`config.mk`:
```
export PLATFORM = sky130hd
export DESIGN_NAME = iso8583_response_field_parser
export DESIGN_NICKNAME = d
export VERILOG_FILES = /design/src/hw/rtl/i8p_pkg.sv /design/src/hw/rtl/i8p_front.sv /design/src/hw/rtl/i8p_fifo.sv /design/src/hw/rtl/i8p_back.sv /design/src/hw/rtl/iso8583_response_field_parser.sv
export SDC_FILE = /design/constraint.sdc
export NUM_CORES = 1
export LEC_CHECK = 0
export BUFFER_PORTS_ARGS = -buffer_cell sky130_fd_sc_hd__buf_4
export CAP_MARGIN = 0
export CORE_UTILIZATION = 30
export DETAILED_ROUTE_END_ITERATION = 8
export GPL_TIMING_DRIVEN = 0
export HOLD_SLACK_MARGIN = 0.12
export PLACE_DENSITY = 0.49
export RECOVER_POWER = 50
export SETUP_SLACK_MARGIN = 0.02
export SLEW_MARGIN = 10
export SYNTH_ARGS = -nofsm -noshare
export SYNTH_HDL_FRONTEND = slang
export SYNTH_SLANG_ARGS = --single-unit
export TNS_END_PERCENT = 5
```
`constraint.sdc`:
```
create_clock -name clk -period 18.09 [get_ports clk]
set_input_delay 1.809 -clock clk [delete_from_list [all_inputs] [get_ports clk]]
set_output_delay 1.809 -clock clk [all_outputs]
set_load 0.05 [all_outputs]
```
`src/hw/rtl/i8p_pkg.sv`:
```
// Shared types, constants and field-list decoders for the ISO 8583 response parser.
package i8p_pkg;

  localparam logic [4:0] SLOT_CNT = 5'd21;  // entries in the supported field list
  localparam logic [4:0] HDR_LEN  = 5'd26;  // length prefix + MTI + both bitmaps
  localparam logic [4:0] MTI_END  = 5'd10;  // first bitmap byte position
  localparam logic [4:0] PRIM_END = 5'd18;  // first secondary bitmap byte position

  localparam logic [6:0] FNUM_PRIMARY   = 7'd0;
  localparam logic [6:0] FNUM_SECONDARY = 7'd1;

  typedef struct packed {
    logic [6:0]  field_number;
    logic [7:0]  data_byte_out;
    logic [13:0] length_value;
    logic        is_length;
    logic        field_last;
    logic        digit_error;
  } res_t;

  typedef struct packed {
    logic full;
    logic empty;
  } fifo_stat_t;

  // ISO field number of a list entry
  function automatic logic [6:0] slot_number(input logic [4:0] s);
    logic [6:0] n;
    n = 7'd0;
    unique case (s)
      5'd0:  n = 7'd2;
      5'd1:  n = 7'd3;
      5'd2:  n = 7'd4;
      5'd3:  n = 7'd5;
      5'd4:  n = 7'd6;
      5'd5:  n = 7'd7;
      5'd6:  n = 7'd11;
      5'd7:  n = 7'd32;
      5'd8:  n = 7'd33;
      5'd9:  n = 7'd34;
      5'd10: n = 7'd38;
      5'd11: n = 7'd39;
      5'd12: n = 7'd40;
      5'd13: n = 7'd44;
      5'd14: n = 7'd45;
      5'd15: n = 7'd48;
      5'd16: n = 7'd104;
      5'd17: n = 7'd107;
      5'd18: n = 7'd108;
      5'd19: n = 7'd111;
      5'd20: n = 7'd127;
      default: n = 7'd0;
    endcase
    return n;
  endfunction

  // number of ASCII length digits; zero for fixed fields
  function automatic logic [2:0] slot_digits(input logic [4:0] s);
    logic [2:0] d;
    d = 3'd0;
    unique case (s)
      5'd0, 5'd7, 5'd8, 5'd9, 5'd13, 5'd14, 5'd17, 5'd18: d = 3'd2;
      5'd15, 5'd16, 5'd19:                                d = 3'd3;
      5'd20:                                              d = 3'd4;
      default:                                            d = 3'd0;
    endcase
    return d;
  endfunction

  function automatic logic [13:0] slot_fixed_len(input logic [4:0] s);
    logic [13:0] l;
    l = 14'd0;
    unique case (s)
      5'd1, 5'd6, 5'd10:       l = 14'd6;
      5'd2, 5'd3, 5'd4:        l = 14'd12;
      5'd5:                    l = 14'd10;
      5'd11:                   l = 14'd2;
      5'd12:                   l = 14'd3;
      default:                 l = 14'd0;
    endcase
    return l;
  endfunction

endpackage

```
`src/hw/rtl/i8p_front.sv`:
```
// Front end: accepts message bytes, tracks header and field walk, builds result records.
module i8p_front import i8p_pkg::*; (
  input  logic       clk,
  input  logic       rst_n,
  input  logic       in_valid,
  output logic       in_ready,
  input  logic [7:0] in_data_byte,
  input  logic       in_start_of_message,
  input  fifo_stat_t q_stat,
  output logic       push,
  output res_t       push_data
);

  localparam logic [7:0] ASCII_ZERO = 8'h30;
  localparam logic [7:0] ASCII_NINE = 8'h39;

  logic [4:0]  hdr_r,   hdr_nxt;
  logic [63:0] prim_r,  prim_nxt;
  logic [63:0] sec_r,   sec_nxt;
  logic [4:0]  slot_r,  slot_nxt;
  logic        pfx_r,   pfx_nxt;
  logic [2:0]  dleft_r, dleft_nxt;
  logic [13:0] lacc_r,  lacc_nxt;
  logic [13:0] cleft_r, cleft_nxt;
  logic        perr_r,  perr_nxt;
  logic        done_r,  done_nxt;

  logic        accept;
  logic        go;
  logic [3:0]  dig;
  logic [20:0] present;
  logic [20:0] cand;
  logic        found_vld;
  logic [4:0]  found_idx;

  assign in_ready = !q_stat.full;
  assign accept   = in_valid && in_ready;

  // bitmap bit n sits at bit 64-n of the latched word
  always_comb begin
    for (int s = 0; s < 21; s++) begin
      if (slot_number(5'(s)) <= 7'd64) begin
        present[s] = prim_r[6'(7'd64 - slot_number(5'(s)))];
      end else begin
        present[s] = sec_r[6'(8'd128 - 8'(slot_number(5'(s))))];
      end
      cand[s] = present[s] && (5'(s) >= slot_r);
    end
  end

  // lowest present entry at or after the current slot
  always_comb begin
    found_vld = 1'b0;
    found_idx = SLOT_CNT;
    for (int s = 20; s >= 0; s--) begin
      if (cand[s]) begin
        found_vld = 1'b1;
        found_idx = 5'(s);
      end
    end
  end

  always_comb begin
    hdr_nxt   = hdr_r;
    prim_nxt  = prim_r;
    sec_nxt   = sec_r;
    slot_nxt  = slot_r;
    pfx_nxt   = pfx_r;
    dleft_nxt = dleft_r;
    lacc_nxt  = lacc_r;
    cleft_nxt = cleft_r;
    perr_nxt  = perr_r;
    done_nxt  = done_r;
    push      = 1'b0;
    push_data = '0;
    go        = 1'b0;
    dig       = 4'd0;
    if (accept) begin
      if (in_start_of_message) begin
        hdr_nxt   = '0;
        prim_nxt  = '0;
        sec_nxt   = '0;
        slot_nxt  = '0;
        pfx_nxt   = 1'b0;
        dleft_nxt = '0;
        lacc_nxt  = '0;
        cleft_nxt = '0;
        perr_nxt  = 1'b0;
        done_nxt  = 1'b0;
      end
      if (!done_nxt) begin
        if (hdr_nxt < HDR_LEN) begin
          if (hdr_nxt >= MTI_END && hdr_nxt < PRIM_END) begin
            prim_nxt                = {prim_nxt[55:0], in_data_byte};
            push                    = 1'b1;
            push_data.field_number  = FNUM_PRIMARY;
            push_data.data_byte_out = in_data_byte;
            push_data.field_last    = (hdr_nxt == PRIM_END - 5'd1);
          end else if (hdr_nxt >= PRIM_END) begin
            sec_nxt                 = {sec_nxt[55:0], in_data_byte};
            push                    = 1'b1;
            push_data.field_number  = FNUM_SECONDARY;
            push_data.data_byte_out = in_data_byte;
            push_data.field_last    = (hdr_nxt == HDR_LEN - 5'd1);
          end
          hdr_nxt = hdr_nxt + 5'd1;
        end else begin
          go = 1'b1;
          // between fields: pick the next present one
          if (!pfx_nxt && cleft_nxt == 14'd0) begin
            if (!found_vld) begin
              slot_nxt = SLOT_CNT;
              done_nxt = 1'b1;
              go       = 1'b0;
            end else begin
              slot_nxt = found_idx;
              if (slot_digits(found_idx) != 3'd0) begin
                pfx_nxt   = 1'b1;
                dleft_nxt = slot_digits(found_idx);
                lacc_nxt  = '0;
                perr_nxt  = 1'b0;
              end else begin
                cleft_nxt = slot_fixed_len(found_idx);
              end
            end
          end
          if (go) begin
            push_data.field_number = slot_number(slot_nxt);
            if (pfx_nxt) begin
              // non-digit counts as zero and flags the report
              if (in_data_byte >= ASCII_ZERO && in_data_byte <= ASCII_NINE) begin
                dig = in_data_byte[3:0];
              end else begin
                perr_nxt = 1'b1;
              end
              lacc_nxt = 14'((17'(lacc_nxt) << 3) + (17'(lacc_nxt) << 1) + 17'(dig));
              if (dleft_nxt != 3'd0) begin
                dleft_nxt = dleft_nxt - 3'd1;
              end
              if (dleft_nxt == 3'd0) begin
                pfx_nxt                = 1'b0;
                push                   = 1'b1;
                push_data.is_length    = 1'b1;
                push_data.length_value = lacc_nxt;
                push_data.field_last   = (lacc_nxt == 14'd0);
                push_data.digit_error  = perr_nxt;
                if (lacc_nxt == 14'd0) begin
                  slot_nxt = slot_nxt + 5'd1;
                end else begin
                  cleft_nxt = lacc_nxt;
                end
              end
            end else begin
              cleft_nxt               = cleft_nxt - 14'd1;
              push                    = 1'b1;
              push_data.data_byte_out = in_data_byte;
              push_data.field_last    = (cleft_nxt == 14'd0);
              if (cleft_nxt == 14'd0) begin
                slot_nxt = slot_nxt + 5'd1;
              end
            end
          end
        end
      end
    end
  end

  always_ff @(posedge clk) begin
    if (!rst_n) begin
      hdr_r   <= '0;
      prim_r  <= '0;
      sec_r   <= '0;
      slot_r  <= '0;
      pfx_r   <= 1'b0;
      dleft_r <= '0;
      lacc_r  <= '0;
      cleft_r <= '0;
      perr_r  <= 1'b0;
      done_r  <= 1'b1;
    end else begin
      hdr_r   <= hdr_nxt;
      prim_r  <= prim_nxt;
      sec_r   <= sec_nxt;
      slot_r  <= slot_nxt;
      pfx_r   <= pfx_nxt;
      dleft_r <= dleft_nxt;
      lacc_r  <= lacc_nxt;
      cleft_r <= cleft_nxt;
      perr_r  <= perr_nxt;
      done_r  <= done_nxt;
    end
  end

`ifndef ASSERT_OFF
  a_hdr_range: assert property (@(posedge clk) disable iff (!rst_n) hdr_r <= HDR_LEN)
    else $error("header position past end");
  a_slot_range: assert property (@(posedge clk) disable iff (!rst_n) slot_r <= SLOT_CNT)
    else $error("field slot past end");
  a_pfx_excl: assert property (@(posedge clk) disable iff (!rst_n)
      pfx_r |-> (dleft_r != 3'd0 && cleft_r == 14'd0))
    else $error("length prefix state inconsistent");
`endif

endmodule

```
`src/hw/rtl/i8p_fifo.sv`:
```
// Short result queue between the parsing front end and the output stage.
module i8p_fifo import i8p_pkg::*; #(
  parameter int DEPTH = 2
) (
  input  logic       clk,
  input  logic       rst_n,
  input  logic       push,
  input  res_t       push_data,
  input  logic       pop,
  output res_t       pop_data,
  output fifo_stat_t stat
);

  localparam int PTR_W = (DEPTH > 1) ? $clog2(DEPTH) : 1;
  localparam int CNT_W = $clog2(DEPTH + 1);
  localparam logic [PTR_W-1:0] LAST_PTR = PTR_W'(DEPTH - 1);
  localparam logic [CNT_W-1:0] FULL_CNT = CNT_W'(DEPTH);

  res_t             mem_r [DEPTH];
  logic [PTR_W-1:0] wr_ptr_r, wr_ptr_nxt;
  logic [PTR_W-1:0] rd_ptr_r, rd_ptr_nxt;
  logic [CNT_W-1:0] count_r,  count_nxt;

  assign stat.full  = (count_r == FULL_CNT);
  assign stat.empty = (count_r == '0);
  assign pop_data   = mem_r[rd_ptr_r];

  always_comb begin
    wr_ptr_nxt = wr_ptr_r;
    rd_ptr_nxt = rd_ptr_r;
    count_nxt  = count_r;
    if (push) begin
      wr_ptr_nxt = (wr_ptr_r == LAST_PTR) ? '0 : wr_ptr_r + PTR_W'(1);
    end
    if (pop) begin
      rd_ptr_nxt = (rd_ptr_r == LAST_PTR) ? '0 : rd_ptr_r + PTR_W'(1);
    end
    if (push && !pop) begin
      count_nxt = count_r + CNT_W'(1);
    end else if (pop && !push) begin
      count_nxt = count_r - CNT_W'(1);
    end
  end

  always_ff @(posedge clk) begin
    if (push) begin
      mem_r[wr_ptr_r] <= push_data;
    end
  end

  always_ff @(posedge clk) begin
    if (!rst_n) begin
      wr_ptr_r <= '0;
      rd_ptr_r <= '0;
      count_r  <= '0;
    end else begin
      wr_ptr_r <= wr_ptr_nxt;
      rd_ptr_r <= rd_ptr_nxt;
      count_r  <= count_nxt;
    end
  end

`ifndef ASSERT_OFF
  a_cnt_range: assert property (@(posedge clk) disable iff (!rst_n) count_r <= FULL_CNT)
    else $error("queue count overflow");
  a_no_overrun: assert property (@(posedge clk) disable iff (!rst_n) stat.full |-> !push)
    else $error("push into full queue");
  a_no_underrun: assert property (@(posedge clk) disable iff (!rst_n) stat.empty |-> !pop)
    else $error("pop from empty queue");
`endif

endmodule

```
`src/hw/rtl/i8p_back.sv`:
```
// Back end: drains the result queue into the registered output channel.
module i8p_back import i8p_pkg::*; (
  input  logic        clk,
  input  logic        rst_n,
  input  fifo_stat_t  q_stat,
  input  res_t        q_data,
  output logic        pop,
  output logic        out_valid,
  input  logic        out_ready,
  output logic [6:0]  out_field_number,
  output logic [7:0]  out_data_byte_out,
  output logic [13:0] out_length_value,
  output logic        out_is_length,
  output logic        out_field_last,
  output logic        out_digit_error
);

  logic out_valid_r, out_valid_nxt;
  res_t res_r;

  // refill whenever the output register is free or being taken
  assign pop = !q_stat.empty && (!out_valid_r || out_ready);

  always_comb begin
    out_valid_nxt = out_valid_r;
    if (pop) begin
      out_valid_nxt = 1'b1;
    end else if (out_ready) begin
      out_valid_nxt = 1'b0;
    end
  end

  always_ff @(posedge clk) begin
    if (pop) begin
      res_r <= q_data;
    end
  end

  always_ff @(posedge clk) begin
    if (!rst_n) begin
      out_valid_r <= 1'b0;
    end else begin
      out_valid_r <= out_valid_nxt;
    end
  end

  assign out_valid         = out_valid_r;
  assign out_field_number  = res_r.field_number;
  assign out_data_byte_out = res_r.data_byte_out;
  assign out_length_value  = res_r.length_value;
  assign out_is_length     = res_r.is_length;
  assign out_field_last    = res_r.field_last;
  assign out_digit_error   = res_r.digit_error;

endmodule

```
`src/hw/rtl/iso8583_response_field_parser.sv`:
```
// Results pass through the result queue and the output register. One byte per cycle is
// taken while the queue is not full; the front end finds the next field in the same cycle.
// Header bytes (length prefix, MTI) and dropped trailing bytes give no result.
// Reset: synchronous, active low; queue and output empty, parser waits for a start byte.
// The queue holds FIFO_DEPTH results, so input keeps running while out stalls, until full.
module iso8583_response_field_parser import i8p_pkg::*; #(
  parameter int FIFO_DEPTH = 2
) (
  input  logic        clk,
  input  logic        rst_n,
  input  logic        in_valid,
  output logic        in_ready,
  input  logic [7:0]  in_data_byte,
  input  logic        in_start_of_message,
  output logic        out_valid,
  input  logic        out_ready,
  output logic [6:0]  out_field_number,
  output logic [7:0]  out_data_byte_out,
  output logic [13:0] out_length_value,
  output logic        out_is_length,
  output logic        out_field_last,
  output logic        out_digit_error
);

  fifo_stat_t q_stat;
  logic       push;
  res_t       push_data;
  logic       pop;
  res_t       pop_data;

  // front end: header skip, bitmap latch, field walk, length decode
  i8p_front u_front (
    .clk                 (clk),
    .rst_n               (rst_n),
    .in_valid            (in_valid),
    .in_ready            (in_ready),
    .in_data_byte        (in_data_byte),
    .in_start_of_message (in_start_of_message),
    .q_stat              (q_stat),
    .push                (push),
    .push_data           (push_data)
  );

  // decouples the parser from output back-pressure
  i8p_fifo #(
    .DEPTH (FIFO_DEPTH)
  ) u_fifo (
    .clk       (clk),
    .rst_n     (rst_n),
    .push      (push),
    .push_data (push_data),
    .pop       (pop),
    .pop_data  (pop_data),
    .stat      (q_stat)
  );

  // registered result channel
  i8p_back u_back (
    .clk               (clk),
    .rst_n             (rst_n),
    .q_stat            (q_stat),
    .q_data            (pop_data),
    .pop               (pop),
    .out_valid         (out_valid),
    .out_ready         (out_ready),
    .out_field_number  (out_field_number),
    .out_data_byte_out (out_data_byte_out),
    .out_length_value  (out_length_value),
    .out_is_length     (out_is_length),
    .out_field_last    (out_field_last),
    .out_digit_error   (out_digit_error)
  );

endmodule

```
==> implementation parameters, run 1 <==
Parameter                              Value

Timing
  Period minus WS final    9.109 ns
  Final number of max-transition violations    0
  Final setup skew    0.01392 ns
  Top achievable clock speed    109.8 MHz
  Max-Slew Margin vs Limit    13.68%
  Number of hold violations in the final report    0
  Transition time at the pin with the least slew margin    1.281 ns
  Final clock period utilization by the worst path    50.36%
  Final TNS setup    0 ns
  Final setup violation count    0
  Worst-case hold slack    0.4519 ns
  RSZ-0062 raised after global routing    no

Global route
  Initial antenna violation count    2
  Global Route Usage Sum    18.92%
  Via count of the first global-routing pass    9,748
  First-pass GRT wire length    57,540 um
  Overall overflow remaining after global route    0
  Maximum number of pins on one net before global-route repair    32

Synthesis
  Number of warnings reported in the yosys synthesis log    0
  Number of different library cells in the post-synthesis netlist    92
  FF+latch count, synth    214
  Number of flops mapped to enable cells by yosys    96
  Fraction of synthesis flops using an asynchronous set or reset pin    0%
  Gate Count Post-Synth    1,280
  Most instantiated flip-flop cell in the synthesis netlist    sky130_fd_sc_hd__dfxtp_1
  Total nets after synthesis    1,337
  Post-synthesis sequential area ratio    45.11%
  Post-synthesis cell area    11,630 um2
  Mean instance size in the synthesized netlist    9.084 um2

Setup path
  Beginning of the worst register-to-register path    u_front.slot_r[0]
  Element type at the critical path start    flop
  Worst setup EP type    flop
  Required arrival time at the worst endpoint    18.56 ns
  Critical path data arrival time    9.58 ns
  Worst path slowest cell    sky130_fd_sc_hd__a221oi_2
  Worst Path Class, Setup    flop to flop
  CP most frequent cell    sky130_fd_sc_hd__a21oi_1
  Critical Path Fanout Max    10
  Source of the critical timing path    u_front.slot_r[0]
  Max incr delay on CP    0.77 ns

Power and ir drop
  Proportion of power drawn by combinational gates    20.6%
  VDD IR max    0.06053 mV
  Net switching fraction of the power    31.86%
  Pleak    4.721 nW
  Sequential Power Share    40.6%
  Reported net switching power    447.0 uW
  Total power density per cell area    104.5 nW/um2
  Relative contribution of the clock network to total power    38.8%
  Cell-internal power    955.9 uW

Final layout
  Cell Count, Final, Fillers Out    1,884
  Antenna fix cells    0
  NumNets Final    1,412
  Area added between synthesis and finish    15.41%
  Design Area, Final    13,420 um2
  Ratio of cells with drive above 1 in the final layout    9.104%

Die
  Chip Width    198.9 um
  Die Y    198.9 um
  Ports placed on the boundary    47
  Row count    71
  Die Outline Area    39,550 um2
  Standard cell core area    37,930 um2
  Starting Density    30.65%

Clock tree
  TritonCTS clock tree    yes
  Sinks on the clock net    214
  Resize count post-CTS    0
  Clk Latency, worst-skew pair    0.54 ns
  Clock slew seen by the registers of the worst setup and hold paths    0.07 ns
  Number of CTS-inserted buffers    24
  Maximum count of clock buffers along a single path    3
  Number of post-CTS setup repair buffers    0
  Buffer cell driving the clock tree root    sky130_fd_sc_hd__clkbuf_16
  H-tree level count    1
  Number of hold-repair buffers added at the cts stage    0

Routing
  Number of vias per cell    5.438
  Number of iterations in the first detailed-routing pass    5
  Routed wire length    37,240 um
  Number of design-rule violations left by the first detailed-router iteration    854
  Number of DRC violations after detailed routing    0
  WL/cell    19.77 um
  Via count    10,250
  Antenna viol nets, final    0

Flow run
  Max Cap Viol    0

Placed design
  Weighted congestion at the end of routability-driven global placement    0.9116
  IO buf count    46
  Area of placed instances    12,700 um2
  Total half-perimeter wirelength after legalization and detailed placement    26,610 um
  Cell count after placement    1,840

Hold path
  Start point of the worst min-delay path    u_front.prim_r[43]
  Worst hold path type    flop to flop

Outcome
  Result of the run    completed
-- metrics by stage --
stage | power [mW] | util, % | setup WS (ns)
2_1_floorplan | 0.8002 | - | 11.22
3_3_place_gp | 0.8987 | 33.25 | 8.687
3_5_place_dp | 0.9084 | 33.49 | 9.259
4_1_cts | 1.458 | 35.81 | 9.203
5_1_grt | 1.455 | 35.38 | 8.254
6_report | 1.403 | 35.38 | 8.981
-- flip-flops by register name (all words and copies together), names as in the netlist, 7 cells and up --
| name | cells |
|---|---|
| u_back.out_data_byte_out | 8 |
| u_front.cleft_r | 14 |
| u_front.sec_r | 13 |
| u_fifo.mem_r | 64 |
| u_back.out_field_number | 7 |
| u_back.out_length_value | 14 |
| u_front.prim_r | 57 |
| u_front.lacc_r | 13 |
-- critical path, delay by kind of cell, from the launching register on --
| family | cells | cell delay, ns |
|---|---|---|
| AO/OA/AOI/OAI | 13 | 3.43 |
| XOR/XNOR | 1 | 0.54 |
| adder cells (fa/ha/maj) | 3 | 1.33 |
| buffers and inverters | 4 | 1.21 |
| flip-flops | 1 | 0.44 |
| AND/OR/NAND/NOR | 8 | 2.09 |
-- power by group through the flow --
stage | clock network (mW) | logic (mW) | registers, mW
5_1_grt | 0.575 | 0.307 | 0.574
4_1_cts | 0.558 | 0.330 | 0.570
2_1_floorplan | 0 | 0.113 | 0.687
6_report | 0.545 | 0.288 | 0.570
3_5_place_dp | 0 | 0.328 | 0.580
3_3_place_gp | 0 | 0.316 | 0.583
-- logic make-up after synthesis --
| group | count (synthesis) | synth area share (%) |
|---|---|---|
| mux | 43 | 4.121 |
| simple gates | 478 | 19.77 |
| fa+ha+maj | 44 | 4.864 |
| flops | 214 | 45.11 |
| buf+inv | 114 | 4.024 |
| compound gates | 367 | 20.48 |
| xor+xnor | 20 | 1.636 |
-- cells in the mapped netlist, drive strengths merged, types with 5 or more instances --
cell type,count,share of area [%]
mux2i,7,0.60
edfxtp,96,25
nand2b,8,0.43
a21o,12,0.77
xnor2,11,0.83
a21oi,139,6.0
inv,27,0.87
and3,20,1.1
nor2,82,2.6
o21ai,71,3.1
o31ai,10,0.65
nor4,9,0.67
buf,25,1.2
a31oi,20,1.1
o21a,7,0.45
nor2b,15,0.81
and2,25,1.4
dfxtp,118,20
a211oi,9,0.62
ha,42,4.5
nand3,91,3.9
a221oi,7,0.69
o22ai,7,0.38
or3,10,0.54
a22oi,14,0.90
nand2,163,5.3
o41ai,5,0.54
o211ai,14,0.90
nor3,32,1.4
clkbuf,61,2.0
xor2,8,0.60
mux2,36,3.5
nand4,6,0.38
-- cell usage in the layout (no fill, tap or decap), drive strengths merged, types with 15 or more instances in the layout --
cell type    n
mux2        36
nor3        32
nand3       91
dfxtp      118
nor2        82
ha          42
a21oi      139
buf         33
o21ai       71
edfxtp      96
and3        20
and2        25
clkbuf     136
inv         28
nor2b       15
a31oi       20
nand2      163
-- area by class of cell --
cell class              instances  area [um2]
plain buffers                  86       362.8
clock buffers                  34       719.4
clock inverters                10       162.7
fillers                      3923       24510
inverters                      28       105.1
multi-input cells             952        5923
flip-flops and latches        214        5245
well taps                     511       639.4
repair buffers                 49       261.5
-- worst paths after layout --
kind	to	slack [ns]	cells past startpoint
setup / recovery	u_front.cleft_r[11]	8.98	29
hold reg to reg	u_front.prim_r[51]	0.45	2
hold / removal	u_front.prim_r[51]	0.45	2
setup reg to reg	u_front.cleft_r[11]	8.98	29
-- metal layers --
layer / routed length (um) / vias up / GRT usage [%]
met2: 16410 / 347 / 29.62
met4: 882 / 0 / 4.900
met3: 2475 / 72 / 3.171
met5: 0 / - / 0
met1: 17470 / 4957 / 26.79
li1: - / 4869 / -
No activity file was read; power rests on OpenSTA's default activity.
==> run 2, diff against run 1 <==
Settings changed: ABC_AREA set to 1, PLACE_DENSITY 0.49 to 0.5.
Clock period 18.09 ns to 7.5 ns, I/O delays scaled along.
==> implementation parameters, run 2 <==
Parameter                              Value

Global route
  Met1 capacity usage during global routing    26.20%
  First-pass GRT wire length    62,550 um
  Highest-utilization routing layer at the global route stage    met2
  Maximum number of pins on one net before global-route repair    28
  Overall overflow remaining after global route    0
  Global Route Usage Sum    19.09%
  Global routing usage on met2    30.61%
  Initial antenna violation count    1
  GR Util met3    2.933%
  Via count of the first global-routing pass    11,050

Die
  Starting Density    30.50%
  Standard cell core area    41,020 um2
  Die Y    206.2 um
  Chip Width    206.2 um
  Row count    74
  Die Outline Area    42,530 um2
  Ports placed on the boundary    47

Final layout
  Commonest cells after routing, fill and taps aside    sky130_fd_sc_hd__nand2_1 (415), sky130_fd_sc_hd__inv_1 (172), sky130_fd_sc_hd__nor2_1 (161), sky130_fd_sc_hd__a21oi_1 (130), sky130_fd_sc_hd__o21ai_0 (125)
  Antenna fix cells    0
  NumNets Final    1,814
  Design Area, Final    14,430 um2
  Ratio of cells with drive above 1 in the final layout    9.342%
  Largest registers    u_fifo.mem_r (64), u_front.prim_r (57)
  Flip-flop count of the largest register after layout    64
  Largest reg by FF count    u_fifo.mem_r
  Commonest non-fill, non-tap cell in the layout    sky130_fd_sc_hd__nand2_1
  Area added between synthesis and finish    15.32%

Placed design
  IO buf count    46
  Setup Slack @ Placement    -0.2407 ns
  Area of placed instances    13,610 um2
  Weighted congestion at the end of routability-driven global placement    0.9308
  Total half-perimeter wirelength after legalization and detailed placement    29,950 um

Setup path
  Worst path slowest cell    sky130_fd_sc_hd__fa_1
  Number of cells traversed by the worst register-to-register path    50
  CP most frequent cell    sky130_fd_sc_hd__nand2_1
  Critical Path Fanout Max    14
  Total number of cells along the worst setup path    50
  Source of the critical timing path    u_front.slot_r[3]
  Max incr delay on CP    0.54 ns
  Element type at the critical path start    flop
  Kind of cell with the highest combined delay on the critical path    simple AND/OR/NAND/NOR gates
  Worst Path Class, Setup    flop to flop
  Required arrival time at the worst endpoint    7.96 ns
  Critical path data arrival time    7.24 ns
  Beginning of the worst register-to-register path    u_front.slot_r[3]
  Worst setup EP type    flop
  Buffer and inverter count on the worst path    4

Synthesis
  Most instantiated flip-flop cell in the synthesis netlist    sky130_fd_sc_hd__dfxtp_1
  Ranking of synthesized cells by area    sky130_fd_sc_hd__edfxtp_1 (23%), sky130_fd_sc_hd__dfxtp_1 (19%), sky130_fd_sc_hd__nand2_1 (12%), sky130_fd_sc_hd__a21oi_1 (5.2%), sky130_fd_sc_hd__inv_1 (5.1%)
  Number of different library cells in the post-synthesis netlist    58
  Post-synthesis sequential area ratio    41.92%
  Gate Count Post-Synth    1,676
  Total nets after synthesis    1,733
  Fraction of synthesis flops using an asynchronous set or reset pin    0%
  Number of flops mapped to enable cells by yosys    96
  Top cell types by occurrence after synthesis    sky130_fd_sc_hd__nand2_1 (415), sky130_fd_sc_hd__inv_1 (171), sky130_fd_sc_hd__nor2_1 (166)
  Post-synthesis cell area    12,510 um2
  FF+latch count, synth    214
  Number of warnings reported in the yosys synthesis log    0
  Yosys top cell area share    23.04%
  Largest area contributor in the netlist    sky130_fd_sc_hd__edfxtp_1
  Mean instance size in the synthesized netlist    7.465 um2
  Most frequently used cell type in the post-synthesis netlist    sky130_fd_sc_hd__nand2_1

Hold path
  Worst hold path cell count    2
  Start point of the worst min-delay path    u_front.dleft_r[2]
  Worst hold path type    flop to flop

Routing
  Antenna viol nets, final    0
  Number of iterations in the first detailed-routing pass    7
  Number of vias per cell    4.991
  Number of design-rule violations left by the first detailed-router iteration    918
  Via count    11,520
  Number of DRC violations after detailed routing    6
  WL/cell    17.37 um
  Routed wire length    40,110 um

Clock tree
  H-tree level count    1
  Sinks on the clock net    214
  Number of CTS-inserted buffers    27
  Buffer cell driving the clock tree root    sky130_fd_sc_hd__clkbuf_16
  TritonCTS clock tree    yes
  Clk Latency, worst-skew pair    0.56 ns
  Maximum count of clock buffers along a single path    3
  Clock slew seen by the registers of the worst setup and hold paths    0.07 ns

Timing
  Final number of max-transition violations    0
  Worst-case hold slack    0.4640 ns
  RSZ-0062 raised after global routing    no
  Final clock period utilization by the worst path    90.41%
  Max-Slew Margin vs Limit    3.943%
  Post-layout worst setup margin    0.7194 ns
  Top achievable clock speed    147.5 MHz
  Final setup skew    0.02554 ns
  Period minus WS final    6.781 ns
  Number of hold violations in the final report    0
  Transition time at the pin with the least slew margin    1.441 ns
  Final setup violation count    0

Power and ir drop
  Total power density per cell area    328.7 nW/um2
  VDD IR max    0.1385 mV
  Pleak    5.678 nW

Flow run
  Max Cap Viol    0

Outcome
  Failing checks    design-rule violations
  Result of the run    finished, violations left
## run 2: changes by cell type in the layout (fill, tap and decap cells not counted), moves of 16 or more
cell                      previous run  this run
sky130_fd_sc_hd__o21ai_1             3        19
sky130_fd_sc_hd__inv_2               1        18
sky130_fd_sc_hd__nor2_4              0        16
sky130_fd_sc_hd__inv_1              26       172
sky130_fd_sc_hd__nand2_2             1        18
sky130_fd_sc_hd__a31oi_1            19        38
sky130_fd_sc_hd__o21ai_0            67       125
sky130_fd_sc_hd__and2_1             23         0
sky130_fd_sc_hd__nor3_1             31         8
sky130_fd_sc_hd__nor2_1             82       161
sky130_fd_sc_hd__nand2_1           162       415
sky130_fd_sc_hd__mux2_2             30         0
sky130_fd_sc_hd__and3_1             20         1
## run 2: per-stage QoR
stage | total power, mW | utilization, % | instances | TNS, ns
2_1_floorplan | 2.896 | - | 1676 | 0
3_3_place_gp | 3.477 | 32.97 | 2254 | -2.714
3_5_place_dp | 3.497 | 33.18 | 2257 | -1.898
4_1_cts | 4.835 | 35.39 | 2305 | 0
5_1_grt | 5.037 | 35.18 | 2309 | 0
6_report | 4.743 | 35.18 | 2309 | 0
## run 2: cells by family after synthesis
family,share of synthesized area (%)
AND/OR/NAND/NOR,25.53
AO/OA/AOI/OAI,18.36
buffers and inverters,8.480
flip-flops,41.92
adder cells (fa/ha/maj),4.520
XOR/XNOR,1.110
multiplexers,0.08000
## run 2: tightest hold or removal path: cells and delay by family (launching register included)
kind | cells | cell delay [ns]
and+or+nand+nor | 1 | 0.06
AOI/OAI and AO/OA | 1 | 0.05
DFF | 1 | 0.31
## run 2: timing repair
action / CTS / global route
pin swaps: 0 / 3
resized for setup: 4 / 12
endpoints found under the setup margin: 18 / 21
setup buffers: 0 / 4
hold buffers: 0 / 0
## run 2: cell type report
type | count | area, um2
Buffer | 78 | 315.3
Clock buffer | 31 | 690.7
Clock inverter | 18 | 202.7
Fill cell | 4435 | 26590
Inverter | 195 | 737.0
Multi-Input combinational cell | 1188 | 6271
Sequential cell | 214 | 5246
Tap cell | 532 | 665.6
Timing Repair Buffer | 53 | 300.3
## run 2: power by group
| group | total (mW) | switching, mW | internal [mW] |
|---|---|---|---|
| Combinational | 1.95 | 1.48 | 0.468 |
| Clock | 1.33 | 0.535 | 0.798 |
| Sequential | 1.46 | 0.0522 | 1.41 |
| Total | 4.74 | 2.07 | 2.67 |
## run 2: layer usage
metal,part of all wire (%),up-vias
met5,0,-
met4,2.7,0
li1,-,5770
met2,45,287
met3,4.9,65
met1,48,5402
## run 2: worst paths after layout
kind	to	slack (ns)
worst max-delay path	u_front.cleft_r[9]	0.72
worst min-delay path	u_front.dleft_r[2]	0.46
worst max register to register	u_front.cleft_r[9]	0.72
worst min register to register	u_front.dleft_r[2]	0.46
